## config.mk

```make
export PLATFORM = sky130hd
export DESIGN_NAME = dspt_fall
export DESIGN_NICKNAME = d
export VERILOG_FILES = /design/src/assert_macros.svh /design/src/dspt_pkg.sv /design/src/dspt_fall.sv
export SDC_FILE = /design/constraint.sdc
export NUM_CORES = 1
export LEC_CHECK = 0
export ABC_AREA = 0
export BUFFER_PORTS_ARGS = -buffer_cell sky130_fd_sc_hd__buf_2
export CAP_MARGIN = 20
export CORE_UTILIZATION = 39
export CTS_BUF_LIST = sky130_fd_sc_hd__clkbuf_4 sky130_fd_sc_hd__clkbuf_8 sky130_fd_sc_hd__clkbuf_16
export CTS_CLUSTER_SIZE = 24
export DETAILED_ROUTE_END_ITERATION = 8
export PLACE_DENSITY = 0.52
export SETUP_SLACK_MARGIN = 0.15
export SYNTH_ARGS = -nofsm -noshare
export SYNTH_HDL_FRONTEND = slang
export SYNTH_SLANG_ARGS = --single-unit
```

## constraint.sdc

```tcl
create_clock -name clk -period 13.35 [get_ports clk]
set_clock_uncertainty 0.15 [all_clocks]
set_input_delay 0.6675 -clock clk [delete_from_list [all_inputs] [get_ports clk]]
set_output_delay 0.6675 -clock clk [all_outputs]
set_load 0.005 [all_outputs]
```

## src/assert_macros.svh

```systemverilog
// ----------------------------------------------------------------------------
// assertion macros
// shared concurrent check wrappers, clocked on clk; DSPT_CHECK is held off during rst
// ----------------------------------------------------------------------------
`ifndef ASSERT_MACROS_SVH
`define ASSERT_MACROS_SVH

// check on every edge outside reset
`define DSPT_CHECK(lbl, prop, msg) \
  lbl: assert property (@(posedge clk) disable iff (rst) (prop)) else $error(msg);

// check on every edge, reset included
`define DSPT_CHECK_ALWAYS(lbl, prop, msg) \
  lbl: assert property (@(posedge clk) (prop)) else $error(msg);

`endif

```

## src/dspt_pkg.sv

```systemverilog
// ----------------------------------------------------------------------------
// dspt_pkg
// shared types and constants of the depth sorted particle table
// ----------------------------------------------------------------------------
package dspt_pkg;

  // default table size
  localparam int DEPTH_DEFAULT = 1024;

  // width of a cell position on the control bus, enough for 4096 cells
  localparam int TAIL_W = 12;

  // one particle; depth and height are signed q8.8, speed unsigned q8.8
  typedef struct packed {
    logic [15:0] depth;
    logic [15:0] height;
    logic [15:0] speed;
    logic [31:0] payload;
  } entry_t;

  // broadcast control for the row of cells
  typedef struct packed {
    logic              shift;    // cells below tail take their neighbor
    logic              tail_wr;  // cell at tail takes the head result
    logic [TAIL_W-1:0] tail;     // position of the ring tail
  } cell_ctrl_t;

endpackage

```

## src/dspt_fall.sv

```systemverilog
// ----------------------------------------------------------------------------
// dspt_fall
// fall distance floor(speed * ms / 1000), two register stages
// ----------------------------------------------------------------------------
module dspt_fall (
  input  logic        clk,
  input  logic [15:0] speed,
  input  logic [9:0]  ms,
  output logic [16:0] drop
);
  import dspt_pkg::*;

  // exact reciprocal of 1000 for products below 2^26
  localparam int          PW         = 26;
  localparam int          RW         = 28;
  localparam int          FALL_SHIFT = 37;
  localparam logic [RW-1:0] FALL_RECIP = 28'd137438954;

  logic [PW-1:0]    prod_ms;
  logic [PW+RW-1:0] prod_recip;

  assign prod_recip = {{RW{1'b0}}, prod_ms} * {{PW{1'b0}}, FALL_RECIP};

  always_ff @(posedge clk) begin
    prod_ms <= {10'b0, speed} * {16'b0, ms};
    drop    <= prod_recip[FALL_SHIFT +: 17];
  end

endmodule

```

### Yosys cells after proc, flatten, opt, wreduce, memory -nomap -nowiden

Index checks and enable logic that the tools add are counted.

* multiply operators: 2

Operators with widths (count)
* $mul A26 B27 Y53 const B: 1
* $mul A16 B10 Y26: 1

* logic and storage cells: 4
* input bits: 27
* flip-flop bits (word level): 43
* output and inout port bits: 17

### Depth between registers and ports, before layout

* depth in word-level cells: 1
* mapped depth: 24
* gate-level depth less buffers: 24

### Worst setup path before layout

Ideal clock, no wire load.

* kind: reg-to-reg
* from: reg prod_ms[20]
* to: reg drop[9]
* stages on the path, launching flop included: 22
* arrival time: 5.719 ns
* setup slack: 7.358 ns
* data required time: 13.077 ns
* clock period less this slack: 5.992 ns
* buffers on the path: 1
* library setup time: 0.123 ns
* path through: dfxtp_1 -> inv_1 -> fa_1 -> fa_1 -> inv_1 -> fa_1 -> fa_1 -> fa_1 -> fa_1 -> inv_1 -> fa_1 -> inv_1 -> ha_1 -> buf_4 -> nand4_2 -> nor3_2 -> nand3_2 -> or3_1 -> a311o_1 -> nand4_1 -> a21oi_1 -> a2bb2oi_1

* longest elaborated chain between the ends: 1

Ends and longest elaborated chain
* from (decl): RTL line dspt_fall.sv:19 `logic [PW-1:0] prod_ms;`
* from (signal assigned): RTL line dspt_fall.sv:25 `prod_ms <= {10'b0, speed} * {16'b0, ms};`
* $mul A26 B27 Y53: RTL line dspt_fall.sv:22 `assign prod_recip = {{RW{1'b0}}, prod_ms} * {{PW{1'b0}}, FALL_RECIP};`
* net prod_recip[46]: RTL line dspt_fall.sv:20 `logic [PW+RW-1:0] prod_recip;`
* to (signal assigned): RTL line dspt_fall.sv:26 `drop <= prod_recip[FALL_SHIFT +: 17];`
* to (decl): RTL line dspt_fall.sv:9 `output logic [16:0] drop`

The timed path passes the listed nets, and every way through them passes these cells.

### Final worst setup path

Ends and elaborated chain as after synthesis.

==> results.sh <==
export IMPL_drtIter0Drc=490
export IMPL_synth_top_cells_by_area="fa_1 39%, ha_1 25%, inv_1 11%, dfxtp_1 5.3%, and2_1 2.9%"
export IMPL_dp_slack_ns=6.41
export IMPL_rsz0062_at_grt="false"
export IMPL_ys_seq_area_frac=0.0525
export IMPL_avgSynthCellArea_um2=9.50
export IMPL_min_path_cells=2
export IMPL_cts_resized=0
export IMPL_synth_edf_count=0
export IMPL_cts_tree="yes"
export IMPL_crit_required_ns=13.40
export IMPL_syn_nets=2403
export IMPL_cts_sinks=43
export IMPL_cp_end_kind="flop"
export IMPL_ys_flop_type="dfxtp_1"
export IMPL_path_clk_slew_ns=0.07
export IMPL_drc=0
export IMPL_h_tree_depth=2
export IMPL_holdPathEnd="prod_ms[0]$_DFF_P_"
export IMPL_gp_congestion=0.906
export IMPL_r2r_end="drop[9]$_DFF_P_"
export IMPL_ioPinCount=44
export IMPL_dieArea_um2=42800
export IMPL_cts_buffers=5
export IMPL_layout_common_cells="491 x inv_1, 329 x ha_1, 322 x fa_1"
export IMPL_syn_instance_count=1725
export IMPL_synth_seq_cells=43
export IMPL_fin_cells=2281
export IMPL_insertion_delay_ns=0.32
export IMPL_wl_um=41100
export IMPL_min_delay_start="speed[0]"
export IMPL_synth_top_family_by_area="adder cells"
export IMPL_via_count=11300
export IMPL_fmax_mhz=144
export IMPL_grt_pass1_wl_um=68400
export IMPL_die_w_um=207
export IMPL_gr_total_overflow=0
export IMPL_fin_setup_tns_ns=0
export IMPL_drt_wirelength_per_cell_um=18.0
export IMPL_drive_above_1_share=0.0441
export IMPL_slew_viol_final=0
export IMPL_layout_commonest_cell="inv_1"
export IMPL_core_area_um2=41100
export IMPL_syn_area_um2=16400
export IMPL_synth_compound_area_frac=0.0729
export IMPL_start_util=0.399
export IMPL_synth_area_leader_cell="fa_1"
export IMPL_grt_start_max_net_pins=17
export IMPL_register_area_um2=861
export IMPL_multi_input_area_um2=13600
export IMPL_post_cts_buffers=0
export IMPL_syn2layout_area_growth_pct=5.63
export IMPL_port_buffers=43
export IMPL_track_usage=0.211
export IMPL_period_minus_slack_ns=6.92
export IMPL_synth_top_area_frac=0.393
export IMPL_r2r_start="prod_ms[20]$_DFF_P_"
export IMPL_grt_pass1_vias=12800
export IMPL_min_path_type="input port to flop"
export IMPL_critPathLaunch="prod_ms[20]$_DFF_P_"
export IMPL_setup_viol=0
export IMPL_ys_types=67
export IMPL_cp_arrival_ns=6.98
export IMPL_setup_slack_ns=6.43
export IMPL_std_cell_rows=74
export IMPL_die_h_um=207
export IMPL_synth_fa_ha_area_frac=0.645
export IMPL_drt_first_pass_iters=5
export IMPL_crit_type="flop to flop"
export IMPL_rrSetupSlack_ns=6.43
export IMPL_synth_warning_count=0
export IMPL_antenna_found_initial=1
export IMPL_max_cap_violations=0
export IMPL_dp_hpwl_um=37000
export IMPL_ctsRootBufferMaster="clkbuf_16"
export IMPL_cts_buffer_depth=2
export IMPL_hold_buffers=0
export IMPL_tightest_slew_ns=0.690
export IMPL_drt_vias_per_instance=4.96
export IMPL_synth_simple_area_share=0.0905
export IMPL_cp_max_fo=10
export IMPL_synth_mux_area_frac=0.000611
export IMPL_reg2regPathDepth=20
export IMPL_placedCellCount=2272
export IMPL_hold_viol_final=0
export IMPL_maxSlewHeadroom=0.534
export IMPL_synth_xor_area_share=0.0198
export IMPL_fin_crit_sh=0.519
export IMPL_crit_path_start_kind="flop"
export IMPL_nets=2425
export IMPL_ant_nets=0
export IMPL_final_fill_count=4221
export IMPL_status="complete, no violations"
export IMPL_ys_async_sr_fraction=0
state kept, by name, indices dropped and copies added, names as in the netlist:
signal and cells:
prod_ms 26, drop 17
per-stage QoR:
stage                     hold WS (ns)   util  area, um2
after floorplan                  0.573      -      16400
after global placement           0.769  0.417      17200
after detailed placement         0.757  0.417      17200
after CTS                        0.575  0.421      17300
after global routing             0.596  0.421      17300
final                            0.588  0.421      17300
synthesized netlist by cell type, types with 3 or more instances:
| cell | instances |
|---|---|
| xor2_1 | 10 |
| nand2_1 | 125 |
| a311oi_1 | 3 |
| inv_1 | 491 |
| a21o_1 | 25 |
| a31oi_1 | 6 |
| and4_1 | 3 |
| dfxtp_1 | 43 |
| or2_2 | 6 |
| clkbuf_1 | 23 |
| fa_1 | 322 |
| a211oi_1 | 7 |
| a21oi_2 | 5 |
| nor3_1 | 7 |
| nand4_1 | 7 |
| a311o_1 | 3 |
| ha_1 | 329 |
| and3_1 | 6 |
| nor4_1 | 5 |
| o21bai_1 | 10 |
| nor2_1 | 26 |
| buf_1 | 3 |
| and2_1 | 75 |
| xnor2_1 | 27 |
| a21oi_1 | 59 |
| o211ai_1 | 7 |
| nand3_1 | 20 |
| o21ai_0 | 19 |
| o21a_1 | 6 |
| or3_1 | 4 |
layout make-up:
type	count	share of cell area
Timing Repair Buffer	43	0.0124
Multi-Input combinational cell	1163	0.784
Clock inverter	3	0.00137
Tap cell	532	0.0385
Sequential cell	43	0.0497
Antenna cell	1	0.000145
Clock buffer	5	0.00723
Inverter	491	0.106
critical path, stage by stage, from the launching register on:
cell       delay, ns
dfxtp_1         0.64
inv_1           0.14
fa_1            0.48
fa_1            0.54
inv_1           0.06
fa_1            0.57
fa_1            0.44
fa_1            0.46
fa_1            0.49
inv_1           0.05
fa_1            0.50
inv_1           0.05
ha_1            0.46
nand4_2         0.22
nor3_2          0.21
nand3_2         0.16
or3_1           0.37
a311o_1         0.40
nand4_1         0.18
a21oi_1         0.09
a2bb2oi_1       0.14
metal layers:
layer / part of all wire / track usage / vias to the layer above
met2: 0.48 / 0.367 / 151
met3: 0.028 / 0.0204 / 28
met1: 0.47 / 0.281 / 5761
li1: - / - / 5377
met4: 0.022 / 0.0482 / 0
met5: 0 / 0 / -
cell families (layout without fill, tap and decap cells):
| logic type | count (synthesis) | in the layout |
|---|---|---|
| adder cells (fa/ha/maj) | 651 | 651 |
| buffers and inverters | 519 | 542 |
| AND/OR/NAND/NOR | 296 | 296 |
| AO/OA/AOI/OAI | 178 | 178 |
| flip-flops | 43 | 43 |
| XOR/XNOR | 37 | 37 |
| multiplexers | 1 | 1 |
| other | 0 | 1 |
how the worst max path moves through the flow:
stage	end	cells after the start
global route	drop[15]$_DFF_P_	20
finish	drop[9]$_DFF_P_	20
global placement	drop[15]$_DFF_P_	20
CTS	drop[15]$_DFF_P_	20
detailed placement	drop[15]$_DFF_P_	20
floorplan	drop[9]$_DFF_P_	21
Power is left out: the tool's default activity adds up to more than one toggle a clock period on the data nets, which glitch-free logic cannot reach.
