## src/assert_macros.svh

```systemverilog
// ----------------------------------------------------------------------------
// assertion macros
// shared concurrent check wrappers, clocked on clk; DSPT_CHECK is held off during rst
// ----------------------------------------------------------------------------
`ifndef ASSERT_MACROS_SVH
`define ASSERT_MACROS_SVH

// check on every edge outside reset
`define DSPT_CHECK(lbl, prop, msg) \
  lbl: assert property (@(posedge clk) disable iff (rst) (prop)) else $error(msg);

// check on every edge, reset included
`define DSPT_CHECK_ALWAYS(lbl, prop, msg) \
  lbl: assert property (@(posedge clk) (prop)) else $error(msg);

`endif

```

## src/dspt_pkg.sv

```systemverilog
// ----------------------------------------------------------------------------
// dspt_pkg
// shared types and constants of the depth sorted particle table
// ----------------------------------------------------------------------------
package dspt_pkg;

  // default table size
  localparam int DEPTH_DEFAULT = 1024;

  // width of a cell position on the control bus, enough for 4096 cells
  localparam int TAIL_W = 12;

  // one particle; depth and height are signed q8.8, speed unsigned q8.8
  typedef struct packed {
    logic [15:0] depth;
    logic [15:0] height;
    logic [15:0] speed;
    logic [31:0] payload;
  } entry_t;

  // broadcast control for the row of cells
  typedef struct packed {
    logic              shift;    // cells below tail take their neighbor
    logic              tail_wr;  // cell at tail takes the head result
    logic [TAIL_W-1:0] tail;     // position of the ring tail
  } cell_ctrl_t;

endpackage

```

## src/dspt_cell.sv

```systemverilog
// ----------------------------------------------------------------------------
// dspt_cell
// one table slot; moves toward the head or takes the head result at the tail
// ----------------------------------------------------------------------------
module dspt_cell #(
  parameter int IDX = 0
) (
  input  logic                clk,
  input  dspt_pkg::cell_ctrl_t ctrl,
  input  dspt_pkg::entry_t    nbr,
  input  dspt_pkg::entry_t    tail_data,
  output dspt_pkg::entry_t    q
);
  import dspt_pkg::*;

  localparam logic [TAIL_W-1:0] MY_IDX = TAIL_W'(IDX);

  always_ff @(posedge clk) begin
    if (ctrl.shift) begin
      if (MY_IDX < ctrl.tail) begin
        q <= nbr;
      end else if ((MY_IDX == ctrl.tail) && ctrl.tail_wr) begin
        q <= tail_data;
      end
    end
  end

endmodule

```

## config.mk

```make
export PLATFORM = sky130hd
export DESIGN_NAME = dspt_cell
export DESIGN_NICKNAME = d
export VERILOG_FILES = /design/src/assert_macros.svh /design/src/dspt_pkg.sv /design/src/dspt_cell.sv
export SDC_FILE = /design/constraint.sdc
export NUM_CORES = 1
export LEC_CHECK = 0
export BUFFER_PORTS_ARGS = -buffer_cell sky130_fd_sc_hd__buf_4
export CORE_MARGIN = 5
export CORE_UTILIZATION = 42
export DETAILED_ROUTE_END_ITERATION = 8
export PLACE_DENSITY = 0.79
export RECOVER_POWER = 50
export SLEW_MARGIN = 5
export SYNTH_ARGS = -nofsm -noshare
export SYNTH_HDL_FRONTEND = slang
export SYNTH_SLANG_ARGS = --single-unit
```

## constraint.sdc

```tcl
create_clock -name clk -period 4.3 [get_ports clk]
set_input_delay 0.86 -clock clk [delete_from_list [all_inputs] [get_ports clk]]
set_output_delay 0.86 -clock clk [all_outputs]
set_load 0.1 [all_outputs]
```

After elaboration in Yosys (flattened, before gate mapping)
Cells that the tools add are included.
Word-level totals
  bits in latches: 0
  output and inout bits: 80
  register bits: 80
  logic and storage cells: 11
  memory bits (writable): 0
  memories kept: 0
  bits of input ports: 175
  bits in read-only memories: 0
Cells by class
  divide/modulo/power cells: 0
  equal/unequal tests: 0
  reduce and logical (&&, ||, !) cells: 4
  multiplexer cells: 2
  shift operators: 0
  bitwise operators: 0
  add/sub/neg operators: 0
  order comparisons: 1
  multipliers: 0
Operator list (number)
  $mux W80: 2
  $logic_not A12 Y1: 1
  $lt A1 B12 Y1 const A: 1
  $reduce_and A2 Y1: 1
  $reduce_bool A2 Y1: 1
  $logic_and A1 B1 Y1: 1

Logic depth before layout (Yosys ltp)
Gate-level depths: netlist of the first run.
  word-level depth: 4
  gate-level depth with buffers: 4
  mapped depth without buffers: 3

Worst setup path after synthesis of the first run
Ideal clock, no wire load.
  path kind: input -> register
  start point: input port ctrl[3] in the netlist's numbering
  end point: register q[0] in the netlist's numbering, enable pin
  data arrival time: 3136 ps
  data required time: 3856 ps
  stages: 4
  setup slack: 719 ps
  path buffers: 1
  library setup time: 444 ps
  path through: nor4_1 -> nand3_2 -> buf_6 -> o21a_1
On the way
  word-level cells in the longest chain between the ends: 4
  elaborated cells between the ends (all ways): 5
  classes of those cells: order compare: 1; reduce/logical: 4
Ends and longest elaborated chain
  from (decl): line dspt_cell.sv:9  | input dspt_pkg::cell_ctrl_t ctrl,
  branches (longest 2 deep; another with $lt A1 B12 Y1)
  $reduce_bool A2 Y1 (no source line) *
  $reduce_and A2 Y1 (no source line) *
  to (signal assigned): line dspt_cell.sv:21  | q <= nbr;
  to (signal assigned): line dspt_cell.sv:23  | q <= tail_data;
  to (decl): line dspt_cell.sv:12  | output dspt_pkg::entry_t q
Mark *: on every way between the ends.
A chain may end at the register's enable or synchronous reset.

Worst setup path after layout of the first run
  start point: input port ctrl[11] in the netlist's numbering
  end point: register q[54] in the netlist's numbering, data pin
On the way
  word-level cells in the longest chain between the ends: 2
Ends and longest elaborated chain
  $lt A1 B12 Y1: line dspt_cell.sv:20  | if (MY_IDX < ctrl.tail) begin
  $mux W80: line dspt_cell.sv:20
No other way between the ends.

==> out/metrics.cfg, run 1 <==
[run_status]
status=finished, violations left
violations=capacitance limit, slew limit

[critical_path]
arrival_ps=3110
path_class=in2reg
startpoint=ctrl[11]
crit_fanout=47
crit_end=q[54]
cp-start-kind=input port
slowest_delay_ps=840
critPathSlowestCell=clkbuf_2
cp.depth=5
critPathCaptureType=register
cp_cell_sequence=clkbuf_4 > nor4_1 > nand3_4 > clkbuf_2 > mux2_1
critPathBufInv=2
cp.required_ps=4380
crit_family=buffers and inverters

[yosys]
syn-instance-count=173
ys_seq_elements=80
syn_area_sq_um=3730
yosys_warnings=0
avgSynthCellArea_sq_um=21.5
ys_seq_area_share_pct=64.5
synthesis.nets=348
ys_types=7

[job]
drv_cap=1

[clock_tree]
cts-root-buf=clkbuf_8
cts_tree=done
htree_num_levels=3
postCtsHoldBufs=0
ctsResizeCount=0
clock-sinks=80
cts_setup_buffers=0
clk_pin_slew_ps=80
numCtsBuffers=9
cts_buffer_depth=2

[sta]
worstMarginPinSlew_ps=1540
layout_worst_path_cycle_share_pct=70.3
setup_viol=0
fin_crit_ps=3020
rsz0062_at_grt=false
tns_ps=0
maxSlewViolCount=48
hold_violations=0
fmax_mhz=331
slew_headroom_pct=-2.86

[power_and_ir_drop]
p_leak_nw=2.40
powerDensity_nw_per_um2=401
total_power_w=0.00220
ir_drop_uv=207

[placement]
gp_congestion=0.804
dp_hpwl_microns=7610
port_buffers=254

[detailed_routing]
drtPass1Iterations=4
drt_iter0_drc=82
wl_per_cell_microns=17.6
antenna_left=0
viasPerCell=4.66
wirelength_microns=9620
num_vias=2539
drc=0

[die]
dieArea_sq_um=10900
fp.dieH_microns=104
initial_core_util_pct=42.9
die_x_microns=104
coreArea_sq_um=8680
io_pins=255
rows=34

[final_layout]
n_antenna_cell=0
drive_above_1_share_pct=54.0
ff_latch_area_sq_um=2400
layout_common_cells=buf_4 (173), clkbuf_1 (81), edfxtp_1 (80)
finalNetCount=607
max_flop_register=q
fillers=743
final_util_pct=63.1
syn_to_final_growth_pct=47.0
multi_input_area_sq_um=1110
top_regs=q (80)
largest_reg_flops=80
final_common_cell=buf_4

[grt]
grt_pass1_vias=2773
overflow=0
grt_max_degree=81
grt_pass1_wl_microns=14400
grt_usage_pct=17.1
antenna_found_initial=0

[worst_hold_path]
hold_path_class=in2reg

==> cells in the mapped netlist <==
cell type,number,share of area [%]
nand3_2,1,0.27
mux2_2,1,0.30
mux2_4,79,32
o21a_1,1,0.20
buf_6,8,2.4
edfxtp_1,80,64
nor4_1,3,0.50
==> metrics by stage <==
stage               std cells  setup WS [ps]  cell area [sq um]  hold slack, ps
global route              545           1060               5480             788
CTS                       545           1640               5920             797
floorplan                 173            719               3730            1080
global placement          529           1340               5710            1160
finish                    545           1280               5480             808
detailed placement        529           1290               5710            1160
==> layout make-up <==
cell class	count	area share, %
Timing Repair Buffer	256	29.5
Multi-Input combinational cell	85	20.3
Sequential cell	80	43.8
Tap cell	108	2.47
Clock inverter	6	1.53
Clock buffer	10	2.33
==> per-layer routing <==
| metal | GRT usage (%) | wire length [microns] |
|---|---|---|
| met5 | 0 | 0 |
| met3 | 6.15 | 914 |
| met2 | 28.8 | 4880 |
| met4 | 8.60 | 309 |
| met1 | 19.0 | 3520 |
==> where the power goes <==
part / switching (W) / internal, W
Sequential: 0.0000155 / 0.000926
Combinational: 0.000515 / 0.000156
Clock: 0.000261 / 0.000324
==> worst min path at each step <==
stage	start	endpoint	slack (ps)	depth (start not counted)
floorplan	nbr[0]	q[0]	1080	1
global placement	tail_data[36]	q[36]	1160	2
detailed placement	tail_data[36]	q[36]	1160	2
CTS	nbr[5]	q[5]	800	2
global route	nbr[73]	q[73]	790	2
finish	tail_data[73]	q[73]	810	2
==> cells by family after synthesis <==
kind of cell           after synthesis  share of synthesized area [%]
buffers and inverters                8                           2.42
muxes                               80                           32.1
and+or+nand+nor                      4                          0.772
DFF                                 80                           64.5
AOI/OAI and AO/OA                    1                          0.202
No activity file was read; power rests on OpenSTA's default activity.
==> run 2, diff against run 1 <==
--- a/config.mk
+++ b/config.mk
@@ -5,11 +5,12 @@
 export SDC_FILE = /design/constraint.sdc
 export NUM_CORES = 1
 export LEC_CHECK = 0
+export ABC_AREA = 1
 export BUFFER_PORTS_ARGS = -buffer_cell sky130_fd_sc_hd__buf_4
 export CORE_MARGIN = 5
-export CORE_UTILIZATION = 42
+export CORE_UTILIZATION = 41
 export DETAILED_ROUTE_END_ITERATION = 8
-export PLACE_DENSITY = 0.79
+export PLACE_DENSITY = 0.78
 export RECOVER_POWER = 50
 export SLEW_MARGIN = 5
 export SYNTH_ARGS = -nofsm -noshare
==> constraint.sdc (replaced) <==
create_clock -name clk -period 3.1 [get_ports clk]
set_input_delay 0.62 -clock clk [delete_from_list [all_inputs] [get_ports clk]]
set_output_delay 0.62 -clock clk [all_outputs]
set_load 0.1 [all_outputs]
==> run 2 against run 1 <==
  * The flow now finishes without violations
  * Via count increased by 37%
  * First-iteration DRC count increased by 150%
  * Sequential power increased by 39%
  * Synthesized cell count increased by 110%
  * Final area about the same
  * Critical path depth increased by 2
  * Sequential share of layout area about the same
  * Routed wire length increased by 21%
  * Area after synthesis decreased by 1.9%
  * Non-clock buffer count increased by 1
  * Hold slack got worse by 270 ps
==> out/metrics.cfg, run 2 <==
[yosys]
ys_seq_area_share_pct=65.8
avgSynthCellArea_sq_um=10.1
ys_types=10
synth_common_cells=nand2_1 (163), nand3_1 (81), edfxtp_1 (80)
syn-instance-count=360
synth.largest_area_cell=edfxtp_1
synthesis.nets=535
syn_area_sq_um=3650
synth.most_common_cell=nand2_1
synth_edf_count=80
async_flop_share_pct=0
yosys_warnings=0
synth.top_cell.area_share_pct=65.8
ys_seq_elements=80
netlist_top_cells_area=edfxtp_1 (66%), nand2_1 (17%), nand3_1 (11%), buf_6 (2.5%), buf_2 (2.3%)
ys.flop_type=edfxtp_1

[grt]
antenna_found_initial=0
grt_pass1_wl_microns=18300
grt_max_degree=81
grt_usage_pct=21.0
grt_pass1_vias=3625
overflow=0

[clock_tree]
numCtsBuffers=9
htree_num_levels=3
clock-sinks=80
cts_tree=done
postCtsHoldBufs=0
ctsResizeCount=0
cts-root-buf=clkbuf_8
clk_pin_slew_ps=80
cts_buffer_depth=2
cts_setup_buffers=0

[final_layout]
syn_to_final_growth_pct=49.9
finalNetCount=778
largest_reg_flops=80
top_regs=q (80)
n_antenna_cell=0
final_util_pct=62.8
final_common_cell=buf_4
layout_common_cells=buf_4 (180), nand2_1 (163), nand3_1 (81)
drive_above_1_share_pct=32.7
fillers=750
max_flop_register=q

[critical_path]
path_class=in2reg
critPathSlowestCell=clkbuf_4
startpoint=ctrl[3]
cp_cell_sequence=clkbuf_4 > nor2_1 > and2_0 > nand3_1 > nand2_1 > clkinv_1 > clkbuf_4
slowest_delay_ps=610
cp-start-kind=input port
critPathCaptureType=register
cp.required_ps=2970
crit_fanout=80
arrival_ps=2110
cp_common_cell=clkbuf_4

[die]
rows=34
dieArea_sq_um=10900
die_x_microns=104
initial_core_util_pct=41.9
fp.dieH_microns=104
io_pins=255
coreArea_sq_um=8720

[detailed_routing]
wl_per_cell_microns=16.3
drc=0
wirelength_microns=11700
antenna_left=0
viasPerCell=4.88
num_vias=3484
drtPass1Iterations=4
drt_iter0_drc=201

[power_and_ir_drop]
p_leak_nw=2.56
powerDensity_nw_per_um2=556
ir_drop_uv=231

[sta]
layout_worst_path_cycle_share_pct=72.3
holdWs_ps=539
maxSlewViolCount=0
tns_ps=0
hold_violations=0
setup_viol=0
fmax_mhz=446
rsz0062_at_grt=false
fin_crit_ps=2240
worstMarginPinSlew_ps=1220
slew_headroom_pct=18.9

[placement]
dp_hpwl_microns=8460
gp_congestion=0.811
port_buffers=254

[run_status]
status=complete, no violations

[job]
drv_cap=0

[worst_hold_path]
hold_path_class=in2reg
hold_start=nbr[69]

-- run 2: path summary, 6_finish.rpt --
path,endpoint,depth (start not counted)
hold / removal,q[69],3
setup / recovery,q[47],7
-- run 2: cells by family after synthesis --
| logic type | count (synthesis) | share of synthesized area [%] |
|---|---|---|
| and+or+nand+nor | 253 | 29.2 |
| DFF | 80 | 65.8 |
| buffers and inverters | 27 | 5.00 |
-- run 2: routing by layer --
metal / global-route usage, % / wire length, microns / up-vias / share of wire, %
li1: - / - / 1702 / -
met1: 23.0 / 4020 / 1573 / 34
met2: 36.5 / 6090 / 187 / 52
met3: 8.07 / 1260 / 22 / 11
met4: 8.33 / 288 / 0 / 2.5
met5: 0 / 0 / - / 0
-- run 2: final cells by class --
cell class	instances	area [sq um]	area share, %
Sequential cell	80	2400	43.9
Timing Repair Buffer	257	1660	30.4
Multi-Input combinational cell	253	1070	19.5
Tap cell	108	135	2.47
Clock buffer	9	124	2.26
Clock inverter	5	73.8	1.35
Inverter	2	7.51	0.137
-- run 2: critical path: cells and delay by family --
family | cells | cell delay, ps
buffers and inverters | 3 | 770
and+or+nand+nor | 4 | 680
-- run 2: report_power, final --
part           internal, W  leakage (nW)  switching, W
combinational     0.000195          1.67      0.000742
clock             0.000440         0.102      0.000358
sequential         0.00129         0.783     0.0000218
total              0.00192          2.56       0.00112
-- run 2: per-stage QoR --
step                      instance area, sq um  power [W]  cells  setup WS (ps)
final                                     5480    0.00304    714            859
after global routing                      5480    0.00315    714            707
after CTS                                 5770    0.00314    714           1270
after detailed placement                  5570    0.00234    700            917
after global placement                    5570    0.00233    700            986
after floorplan                           3650    0.00201    360           53.9
==> run 3, diff against run 2 <==
--- a/config.mk
+++ b/config.mk
@@ -5,12 +5,12 @@
 export SDC_FILE = /design/constraint.sdc
 export NUM_CORES = 1
 export LEC_CHECK = 0
-export ABC_AREA = 1
+export ABC_AREA = 0
 export BUFFER_PORTS_ARGS = -buffer_cell sky130_fd_sc_hd__buf_4
 export CORE_MARGIN = 5
-export CORE_UTILIZATION = 41
+export CORE_UTILIZATION = 42
 export DETAILED_ROUTE_END_ITERATION = 8
-export PLACE_DENSITY = 0.78
+export PLACE_DENSITY = 0.79
 export RECOVER_POWER = 50
 export SLEW_MARGIN = 5
 export SYNTH_ARGS = -nofsm -noshare
==> constraint.sdc (replaced) <==
create_clock -name clk -period 2.3 [get_ports clk]
set_input_delay 0.46 -clock clk [delete_from_list [all_inputs] [get_ports clk]]
set_output_delay 0.46 -clock clk [all_outputs]
set_load 0.1 [all_outputs]
==> run 3 against run 2 <==
  * Hold slack lost 120 ps
  * Worst setup slack lost 550 ps
  * Clock power grew 23%
  * Largest power group unchanged
  * Total power grew 33%
  * Critical path depth shrank 6
==> out/metrics.cfg, run 3 (same netlist as run 1, synthesis figures left out) <==
[run_status]
status=complete, no violations

[sta]
maxSlewViolCount=0
fin_crit_ps=1990
slew_headroom_pct=22.4
setup_viol=0
holdWs_ps=421
rsz0062_at_grt=false
layout_worst_path_cycle_share_pct=86.4
hold_violations=0
fin_ws_ps=313
fmax_mhz=503
worstMarginPinSlew_ps=1170
tns_ps=0

[clock_tree]
ctsResizeCount=0
cts_setup_buffers=0
htree_num_levels=3
clock-sinks=80
clk_pin_slew_ps=90
cts_buffer_depth=2
cts_tree=done
cts-root-buf=clkbuf_8
numCtsBuffers=9
postCtsHoldBufs=0

[die]
die_x_microns=104
dieArea_sq_um=10900
rows=34
fp.dieH_microns=104
coreArea_sq_um=8680
initial_core_util_pct=42.9
io_pins=255

[critical_path]
critPathSlowestCell=clkbuf_1
cp.required_ps=1840
cp.depth=1
crit_fanout=1
arrival_ps=1530
critPathBufInv=1
crit_family=buffers and inverters
cp-start-kind=register
cp_cell_sequence=clkbuf_1
critPathCaptureType=output port
slowest_delay_ps=860
path_class=reg2out

[job]
drv_cap=0

[detailed_routing]
wirelength_microns=10000
drtPass1Iterations=4
drt_iter0_drc=100
wl_per_cell_microns=18.2
viasPerCell=4.69
drc=0
antenna_left=0
num_vias=2587

[final_layout]
drive_above_1_share_pct=75.0
ff_latch_area_sq_um=2400
layout_common_cells=buf_4 (178), edfxtp_1 (80), clkbuf_2 (70)
syn_to_final_growth_pct=53.2
max_flop_register=q
largest_reg_flops=80
top_regs=q (80)
finalNetCount=614
fillers=670
multi_input_area_sq_um=1180
final_common_cell=buf_4
n_antenna_cell=0

[power_and_ir_drop]
p_leak_nw=2.76
intPower_w=0.00256
p_sw_share_pct=36.6
p_clk_share_pct=24.2
p_switching_w=0.00148
power_frac_comb_pct=32.2
ir_drop_uv=369
powerDensity_nw_per_um2=709
power_frac_seq_pct=43.6

[grt]
grt_usage_pct=17.5
use_met1_pct=18.0
antenna_found_initial=0
busiest_layer=met2
grt_pass1_vias=2821
grt_max_degree=54
grt_use_met2_pct=31.3
grt_pass1_wl_microns=14600
overflow=0
grt_use_met3_pct=6.89

[placement]
dp_slack_ps=156
dp_hpwl_microns=8120
gp_congestion=0.770
port_buffers=254

[worst_hold_path]
holdPathEnd=q[50]
min_path_cells=2
hold_start=tail_data[50]
hold_path_class=in2reg

run 3: cell types whose count changed in the layout (fill, tap and decap cells not counted), sizes merged:
cell	previous run	this run
and2	1	0
mux2	0	80
clkbuf	85	89
buf	181	184
nand3	81	1
inv	1	0
clkinvlp	0	1
bufinv	2	1
nand2	164	0
o21a	0	1
nor2	7	0
nor4	0	3
run 3: cell type report:
cell class / instances / share of cell area, %
Multi-Input combinational cell: 85 / 20.8
Sequential cell: 80 / 42.1
Clock buffer: 10 / 2.24
Tap cell: 108 / 2.37
Clock inverter: 6 / 1.05
Timing Repair Buffer: 263 / 31.5
run 3: worst max path at each step:
stage             to  startpoint  slack, ps
6_report       q[70]       q[70]        310
5_1_grt        q[70]       q[70]        260
4_1_cts        q[17]    ctrl[11]        490
3_5_place_dp   q[17]    ctrl[11]        160
3_3_place_gp   q[76]    ctrl[11]        190
2_1_floorplan   q[0]     ctrl[4]        230
run 3: metal layers:
layer / vias up / wire length [microns]
li1: 1216 / -
met1: 1195 / 3610
met2: 157 / 5260
met3: 19 / 919
met4: 0 / 238
met5: - / 0
run 3: through the flow:
stage	util, %	cells	power (W)	instance area, sq um
after global placement	67.0	536	0.00318	5810
after CTS	69.1	552	0.00418	6000
after detailed placement	67.0	536	0.00320	5810
after global routing	65.8	552	0.00419	5710
after floorplan	-	173	0.00275	3730
final	65.8	552	0.00404	5710
run 3: power by group through the flow:
stage	Sequential [W]	Combinational [W]	Clock [W]
2_1_floorplan	0.00262	0.000126	0
3_3_place_gp	0.00179	0.00139	0
3_5_place_dp	0.00180	0.00140	0
4_1_cts	0.00177	0.00140	0.00102
5_1_grt	0.00177	0.00134	0.00107
6_report	0.00176	0.00130	0.000980
